`config.mk`:
```
export PLATFORM = sky130hd
export DESIGN_NAME = vcs_merge_flat
export DESIGN_NICKNAME = d
export VERILOG_FILES = /design/src/sv/velocity_command_smoother_top_defines.svh /design/src/sv/vcs_pkg.sv /design/src/sv/vcs_channels.sv /design/src/sv/vcs_merge.sv /design/src/flat_wrapper.sv
export SDC_FILE = /design/constraint.sdc
export NUM_CORES = 1
export LEC_CHECK = 0
export BUFFER_PORTS_ARGS = -buffer_cell sky130_fd_sc_hd__buf_2
export CORE_UTILIZATION = 36
export DETAILED_ROUTE_END_ITERATION = 16
export PLACE_DENSITY = 0.74
export SYNTH_ARGS = -nofsm -noshare
export SYNTH_HDL_FRONTEND = slang
export SYNTH_SLANG_ARGS = --single-unit
```
`constraint.sdc`:
```
create_clock -name clk -period 0.8 [get_ports clk]
set_input_delay 0.12 -clock clk [delete_from_list [all_inputs] [get_ports clk]]
set_output_delay 0.12 -clock clk [all_outputs]
set_load 0.02 [all_outputs]
```
`src/sv/velocity_command_smoother_top_defines.svh`:
```
// assertion macros for the velocity command smoother
// no dependencies; included by files that carry assertions
`ifndef VELOCITY_COMMAND_SMOOTHER_TOP_DEFINES_SVH
`define VELOCITY_COMMAND_SMOOTHER_TOP_DEFINES_SVH

// same-cycle implication
`define VCS_ASSERT_NOW(label, clk, rst, ante, cons, msg) \
  label: assert property (@(posedge clk) disable iff (rst) (ante) |-> (cons)) \
    else $error(msg);

// next-cycle implication
`define VCS_ASSERT_NEXT(label, clk, rst, ante, cons, msg) \
  label: assert property (@(posedge clk) disable iff (rst) (ante) |=> (cons)) \
    else $error(msg);

`endif

```
`src/sv/vcs_pkg.sv`:
```
// shared constants, types and rounding helper for the velocity command smoother
// no dependencies
`timescale 1ns / 1ps

package vcs_pkg;

  localparam int AXIS_COUNT = 3;
  localparam int AX_FWD     = 0;
  localparam int AX_SIDE    = 1;
  localparam int AX_YAW     = 2;

  localparam int VEL_W      = 16;
  localparam int DT_W       = 16;
  localparam int GAIN_W     = 16;
  localparam int THR_W      = 15;
  localparam int ERR_W      = 17;
  localparam int RATE_W     = 32;
  localparam int CFG_IDX_W  = 4;
  localparam int CFG_DATA_W = 16;

  // rounding shifts of the three products
  localparam int unsigned RND_P = 24;
  localparam int unsigned RND_D = 8;
  localparam int unsigned RND_S = 16;

  // plus one in Q2.14, the clamp limit
  localparam logic signed [VEL_W-1:0] ONE_Q14 = 16'sd16384;

  typedef enum logic [CFG_IDX_W-1:0] {
    REG_SMOOTH_ENABLE  = 4'd0,
    REG_PROP_GAIN      = 4'd1,
    REG_DIFF_GAIN      = 4'd2,
    REG_MOVE_THRESHOLD = 4'd3
  } cfg_reg_t;

  typedef struct packed {
    logic              smooth_en;
    logic [GAIN_W-1:0] kp;
    logic [GAIN_W-1:0] kw;
    logic [THR_W-1:0]  thr;
  } vcs_cfg_t;

  // mutually exclusive stage enables from the sequencer
  typedef struct packed {
    logic load;
    logic mul;
    logic acc;
    logic step;
    logic fin;
  } vcs_ctrl_t;

  typedef struct packed {
    logic signed [VEL_W-1:0] vel;
    logic                    moving;
  } vcs_lane_res_t;

  // arithmetic shift right, round to nearest, ties away from zero
  function automatic logic signed [63:0] round_shift(input logic signed [63:0] v,
                                                     input int unsigned sh);
    logic signed [63:0] half;
    logic signed [63:0] adj;
    half = 64'sd1 <<< (sh - 1);
    adj  = v + half - {63'd0, v[63]};
    return adj >>> sh;
  endfunction

endpackage

```
`src/sv/vcs_channels.sv`:
```


interface vcs_res_if;
  logic               valid;
  logic               ready;
  logic signed [15:0] out_fwd;
  logic signed [15:0] out_side;
  logic signed [15:0] out_yaw;
  logic               is_moving;

  modport source(output valid, output out_fwd, output out_side, output out_yaw,
                 output is_moving, input ready);
  modport sink(input valid, input out_fwd, input out_side, input out_yaw,
               input is_moving, output ready);
endinterface


```
`src/sv/vcs_merge.sv`:
```
// merges lane results: ors the moving flags and holds the result request
// depends on vcs_pkg and vcs_channels
`timescale 1ns / 1ps

module vcs_merge (
  input  logic                   clk,
  input  logic                   rst,
  input  vcs_pkg::vcs_lane_res_t lane_res [vcs_pkg::AXIS_COUNT],
  input  logic                   fin,
  output logic                   slot_free,
  vcs_res_if.source              res_ch
);
  import vcs_pkg::*;

  logic any_moving;

  always_comb begin
    any_moving = 1'b0;
    for (int i = 0; i < AXIS_COUNT; i++) begin
      any_moving = any_moving | lane_res[i].moving;
    end
  end

  assign slot_free = !res_ch.valid || res_ch.ready;

  always_ff @(posedge clk) begin
    if (rst) begin
      res_ch.valid <= 1'b0;
    end else if (fin) begin
      res_ch.valid <= 1'b1;
    end else if (res_ch.ready) begin
      res_ch.valid <= 1'b0;
    end
  end

  always_ff @(posedge clk) begin
    if (fin) begin
      res_ch.out_fwd   <= lane_res[AX_FWD].vel;
      res_ch.out_side  <= lane_res[AX_SIDE].vel;
      res_ch.out_yaw   <= lane_res[AX_YAW].vel;
      res_ch.is_moving <= any_moving;
    end
  end

endmodule
```
`src/flat_wrapper.sv`:
```
// flat-port wrapper written by rule: the top's interface ports become plain ports
module vcs_merge_flat import vcs_pkg::*;
  (clk, rst, lane_res, fin, slot_free, res_ch_valid, res_ch_out_fwd, res_ch_out_side, res_ch_out_yaw, res_ch_is_moving, res_ch_ready);
  vcs_res_if res_ch_i ();
  input  logic clk;
  input  logic rst;
  input  vcs_pkg::vcs_lane_res_t lane_res[vcs_pkg::AXIS_COUNT];
  input  logic fin;
  output logic slot_free;
  output wire logic [$bits(res_ch_i.valid)-1:0] res_ch_valid;
  output wire logic [$bits(res_ch_i.out_fwd)-1:0] res_ch_out_fwd;
  output wire logic [$bits(res_ch_i.out_side)-1:0] res_ch_out_side;
  output wire logic [$bits(res_ch_i.out_yaw)-1:0] res_ch_out_yaw;
  output wire logic [$bits(res_ch_i.is_moving)-1:0] res_ch_is_moving;
  input wire logic [$bits(res_ch_i.ready)-1:0] res_ch_ready;
  assign res_ch_valid = res_ch_i.valid;
  assign res_ch_out_fwd = res_ch_i.out_fwd;
  assign res_ch_out_side = res_ch_i.out_side;
  assign res_ch_out_yaw = res_ch_i.out_yaw;
  assign res_ch_is_moving = res_ch_i.is_moving;
  assign res_ch_i.ready = res_ch_ready;
  vcs_merge u_core (.clk(clk), .rst(rst), .lane_res(lane_res), .fin(fin), .slot_free(slot_free), .res_ch(res_ch_i));
endmodule
```
==> qor.yml, run 1 <==
r2r_cells: 2
post_drt_wl_per_cell_um: 18.0
r2r_end: "u_core.res_ch.valid$_SDFFE_PP0P_"
cp-startpoint: "u_core.res_ch.out_side[4]$_DFFE_PP_"
mostFrequentLayoutCell: "buf_2"
maxCapViolCount: 0
cp_num_cells: 1
route.detailed.drc: 0
fin_crit_sh_pct: 130
final_nets: 273
synth_area_leaders: "edfxtp_1 (97%), dfxtp_1 (1.3%), nand2b_1 (0.41%)"
route.met2.wl_um: 2630
die_area_sq_um: 4460
dp_slack_ns: -0.0418
cp.buffers_inverters: 1
yosys_warnings: 0
antenna_found_initial: 0
slew_headroom_pct: 87.8
cp-start-kind: "register"
via_per_inst: 4.33
cts_setup_buffers: 0
worst_slack_ns: -0.242
cts_root_buf: "clkbuf_8"
setup_viol: 51
hold_path_class: "input port to register"
path_delay_family: "flip-flops"
synth_top_cell_by_area: "edfxtp_1"
drtAntennaViolNets: 0
start_util_pct: 37.5
cts_sinks: 50
synth_seq_area_share_pct: 98.6
vias: 1166
multi_input_area_sq_um: 25.0
core_sq_um: 4030
gp_congestion: 0.710
syn_nets: 109
arrival_ns: 0.92
yosys.area.top_type_share_pct: 97.3
postPlaceCellArea_sq_um: 2160
dr.pass1.iters: 4
fin_worst_skew_ns: 0
fin_setup_tns_ns: -8.77
period_minus_slack_ns: 1.04
rsz0062_at_grt: "true"
grt_pass1_vias: 1195
synthCells: 54
synth.distinct_cells: 6
crit_type: "register to output pin"
r2r_slack_ns: 0.08
grt.total_usage_pct: 20.6
grt_max_degree: 25
cp_data_required_time_ns: 0.68
layout.cells.most_common_list: "buf_2 (64), dlygate4sd3_1 (49), edfxtp_1 (49)"
cts_tree: "done"
slew_violations: 0
port_buffers: 105
rr_startpoint: "u_core.res_ch.valid$_SDFFE_PP0P_"
hold_violations: 0
path_clk_slew_ns: 0.10
fillers: 238
wl_met3_um: 482
status: "finished, violations left"
drt_iter0_markers: 44
whs_ns: 0.0897
grt_overflow: 0
final_cells: 269
rows: 23
end_kind: "output pin"
ys_ff_latch: 50
placed_cells: 212
syn_to_final_growth_pct: 99.9
drive_gt1_share_pct: 53.9
seq_area_sq_um: 1500
die_w_um: 66.8
worst_path_max_delay_cell: "edfxtp_1"
ir_drop_uv: 1510
grt_pass1_wl_um: 6130
clk_latency_ns: 0.30
worst-path-max-fanout: 1
io_pins: 106
timing.critical_path.to: "res_ch_out_side[4]"
cts.path.max_buffers: 2
wl_um: 4850
cts_buffers: 5
h-tree-depth: 2
power_density_nw_per_um2: 2030
timing.fmax_ghz: 0.960
worst_slew_pin_slew_ns: 0.182
drt-met1-wl_um: 1700
leakage_nw: 1.29
path_cells: "buf_6"
syn_area_per_cell_sq_um: 28.0
die_h_um: 66.8
antenna_cells: 0
violations: "negative setup slack"
fin_area_sq_um: 3020
top_layer_used: "met4"
critPathMaxStageDelay_ns: 0.45
syn_area_sq_um: 1510
[repair_timing]
action | 4_1_cts | 5_1_grt
hold endpoints to repair | 48 | 1
resized for setup | 33 | 52
setup endpoints to repair | 51 | 51
hold buffers | 48 | 1
[layout make-up]
cell class / count / area share [%]
sequential: 50 / 49.4
timing repair buffer: 157 / 43.6
tap: 50 / 2.07
multi-input combinational: 3 / 0.827
clock inverter: 3 / 1.61
inverter: 1 / 0.124
clock buffer: 5 / 2.28
[synth_stat cells]
master / instances
edfxtp_1: 49
a21oi_1: 1
dfxtp_1: 1
inv_1: 1
nand2b_1: 1
or3_1: 1
[registers in the layout (all words and copies together) (netlist names)]
register,cells
u_core.res_ch.is_moving,1
u_core.res_ch.out_fwd,16
u_core.res_ch.out_side,16
u_core.res_ch.out_yaw,16
u_core.res_ch.valid,1
[how the worst min path moves through the flow]
stage / startpoint / endpoint / slack, ns / depth (start not counted)
2_1_floorplan: rst / u_core.res_ch.valid$_SDFFE_PP0P_ / 0.19 / 1
3_3_place_gp: rst / u_core.res_ch.valid$_SDFFE_PP0P_ / 0.27 / 2
3_5_place_dp: rst / u_core.res_ch.valid$_SDFFE_PP0P_ / 0.28 / 2
4_1_cts: lane_res[4] / u_core.res_ch.out_yaw[3]$_DFFE_PP_ / 0.004 / 1
5_1_grt: lane_res[0] / u_core.res_ch.is_moving$_DFFE_PP_ / 0.09 / 2
6_report: lane_res[0] / u_core.res_ch.is_moving$_DFFE_PP_ / 0.09 / 2
[kinds of logic (layout without fill, tap and decap cells)]
| kind of cell | Yosys count | count (layout) | share of synthesized area (%) |
|---|---|---|---|
| buffers and inverters | 1 | 166 | 0.248 |
| DFF | 50 | 50 | 98.6 |
| AOI/OAI and AO/OA | 1 | 1 | 0.331 |
| and+or+nand+nor | 2 | 2 | 0.828 |
[where the power goes]
| group | switching, mW | internal [mW] |
|---|---|---|
| registers | 0.106 | 3.10 |
| logic | 0.489 | 0.590 |
| clock network | 0.888 | 0.953 |
| total | 1.48 | 4.65 |
[layer usage]
metal	track usage (%)	up-vias
met3	9.59	4
met5	0	-
met4	6.38	0
met1	21.2	541
li1	-	539
met2	36.7	82
[metrics by stage]
stage               power, mW  util [%]
floorplan                3.50         -
global placement         3.87      53.5
detailed placement       3.89      53.5
CTS                      5.92      70.9
global route             6.35      75.1
finish                   6.13      75.1
No activity file was read; power rests on OpenSTA's default activity.
==> run 2: changes to the inputs <==
PLACE_DENSITY = not set   (was 0.74)
PLACE_DENSITY_LB_ADDON = 0.05   (was not set)
==> qor.yml, run 2 (same netlist as run 1, synthesis figures left out) <==
status: "finished, violations left"  # unchanged
violations: "negative setup slack"  # unchanged
wl_um: 3380  # was 4850 um
drive_gt1_share_pct: 54.0  # was 53.9%
via_per_inst: 4.21  # was 4.33
hold_violations: 0  # unchanged
worst_slack_ns: -0.173  # was -0.242 ns
path_cells: "buf_6"  # unchanged
antenna_found_initial: 0  # unchanged
seq_area_sq_um: 1490  # was 1500 sq um
fin_worst_skew_ns: 0  # unchanged
worst-path-max-fanout: 1  # unchanged
drtAntennaViolNets: 0  # unchanged
cts_sinks: 50  # unchanged
p_sw_share_pct: 22.5  # was 24.2%
fillers: 282  # was 238
route.detailed.drc: 0  # unchanged
slew_violations: 0  # unchanged
period_minus_slack_ns: 0.973  # was 1.04 ns
cts_root_buf: "clkbuf_8"  # unchanged
clk_latency_ns: 0.28  # was 0.30 ns
grt_pass1_vias: 1043  # was 1195
whs_ns: 0.0127  # was 0.0897 ns
h-tree-depth: 2  # unchanged
dr.pass1.iters: 4  # unchanged
setup_viol: 51  # unchanged
cp.buffers_inverters: 1  # unchanged
path_delay_family: "flip-flops"  # unchanged
final_nets: 267  # was 273
p_int_mw: 4.21  # was 4.65 mW
ir_drop_uv: 1280  # was 1510 uV
vias: 1106  # was 1166
syn_to_final_growth_pct: 88.2  # was 99.9%
reg.largest.list: "u_core.res_ch.out_fwd: 16 flops, u_core.res_ch.out_side: 16 flops, u_core.res_ch.out_yaw: 16 flops"  # unchanged
mostFrequentLayoutCell: "buf_2"  # unchanged
maxCapViolCount: 0  # unchanged
slew_headroom_pct: 89.9  # was 87.8%
die_w_um: 66.8  # unchanged
worst_path_max_delay_cell: "edfxtp_1"  # unchanged
die_area_sq_um: 4460  # unchanged
antenna_cells: 0  # unchanged
cp-start-kind: "register"  # unchanged
power.share.clock_pct: 24.0  # was 30.0%
critPathMaxStageDelay_ns: 0.41  # was 0.45 ns
die_h_um: 66.8  # unchanged
grt_pass1_wl_um: 4840  # was 6130 um
drt_iter0_markers: 62  # was 44
gp_congestion: 0.677  # was 0.710
power.total_mw: 5.44  # was 6.13 mW
start_util_pct: 37.5  # unchanged
core_sq_um: 4030  # unchanged
arrival_ns: 0.85  # was 0.92 ns
path_clk_slew_ns: 0.08  # was 0.10 ns
timing.fmax_ghz: 1.03  # was 0.960 GHz
cp_data_required_time_ns: 0.68  # about the same
cts_buffers: 5  # unchanged
port_buffers: 105  # unchanged
multi_input_area_sq_um: 25.0  # unchanged
switching_power_mw: 1.22  # was 1.48 mW
rows: 23  # unchanged
hold_path_class: "input port to register"  # unchanged
rsz0062_at_grt: "true"  # unchanged
cts.path.max_buffers: 2  # unchanged
leakage_nw: 1.22  # was 1.29 nW
comb_power_share_pct: 17.6  # about the same
worst_slew_pin_slew_ns: 0.151  # was 0.182 ns
fin_crit_sh_pct: 122  # was 130%
end_kind: "output pin"  # unchanged
io_pins: 106  # unchanged
grt.total_usage_pct: 15.8  # was 20.6%
power_density_nw_per_um2: 1910  # was 2030 nW/um^2
grt_overflow: 0  # unchanged
crit_type: "register to output pin"  # unchanged
grt_max_degree: 29  # was 25
power_frac_seq_pct: 58.4  # was 52.4%
layout.cells.most_common_list: "buf_2 (77), edfxtp_1 (49), dlygate4sd3_1 (44)"  # was buf_2 (64), dlygate4sd3_1 (49), edfxtp_1 (49)
post_drt_wl_per_cell_um: 12.8  # was 18.0 um
cts_tree: "done"  # unchanged
final_core_util_pct: 70.7  # was 75.1%
[run 2: repair_timing]
action,CTS,global route
gates resized for setup,11,46
hold endpoints to repair,39,5
setup buffers,0,0
hold buffers,39,5
cloned,0,0
setup endpoints to repair,51,51
[run 2: power groups by stage]
| stage | clock [mW] | sequential (mW) | combinational [mW] |
|---|---|---|---|
| after CTS | 1.36 | 3.16 | 0.838 |
| after global routing | 1.46 | 3.19 | 1.02 |
| after detailed placement | 0 | 3.21 | 0.670 |
| final | 1.31 | 3.18 | 0.956 |
| after floorplan | 0 | 3.49 | 0.0116 |
| after global placement | 0 | 3.21 | 0.662 |
[run 2: path summary, 6_finish.rpt]
path	start	to	slack, ns	depth (start not counted)
max	u_core.res_ch.out_fwd[14]$_DFFE_PP_	res_ch_out_fwd[14]	-0.17	1
min	lane_res[3]	u_core.res_ch.out_yaw[2]$_DFFE_PP_	0.01	1
max reg2reg	u_core.res_ch.valid$_SDFFE_PP0P_	u_core.res_ch.valid$_SDFFE_PP0P_	0.17	2
min reg2reg	u_core.res_ch.valid$_SDFFE_PP0P_	u_core.res_ch.valid$_SDFFE_PP0P_	0.50	2
[run 2: metal layers]
layer  vias to the layer above  global-route usage [%]  routed length (um)
met4                         0                    8.24                  99
met2                        77                    25.8                1750
met5                         -                       0                   0
met1                       490                    17.8                1190
met3                        12                    5.99                 339
li1                        527                       -                   -
[run 2: metrics by stage]
step / area (sq um) / std cells / setup slack, ns / setup TNS (ns)
after global routing: 2850 / 263 / -0.215 / -8.93
final: 2850 / 263 / -0.173 / -6.93
after detailed placement: 2150 / 211 / -0.0270 / -0.0270
after global placement: 2150 / 211 / -0.0267 / -0.0267
after CTS: 2650 / 258 / -0.193 / -7.77
after floorplan: 1520 / 54 / 0.0231 / 0
[run 2: final cells by class]
type                       count  area share [%]
clock buffer                   6            2.55
clock inverter                 2           0.308
inverter                       1           0.132
multi-input combinational      3           0.879
sequential                    50            52.4
tap                           50            2.20
timing repair buffer         151            41.5
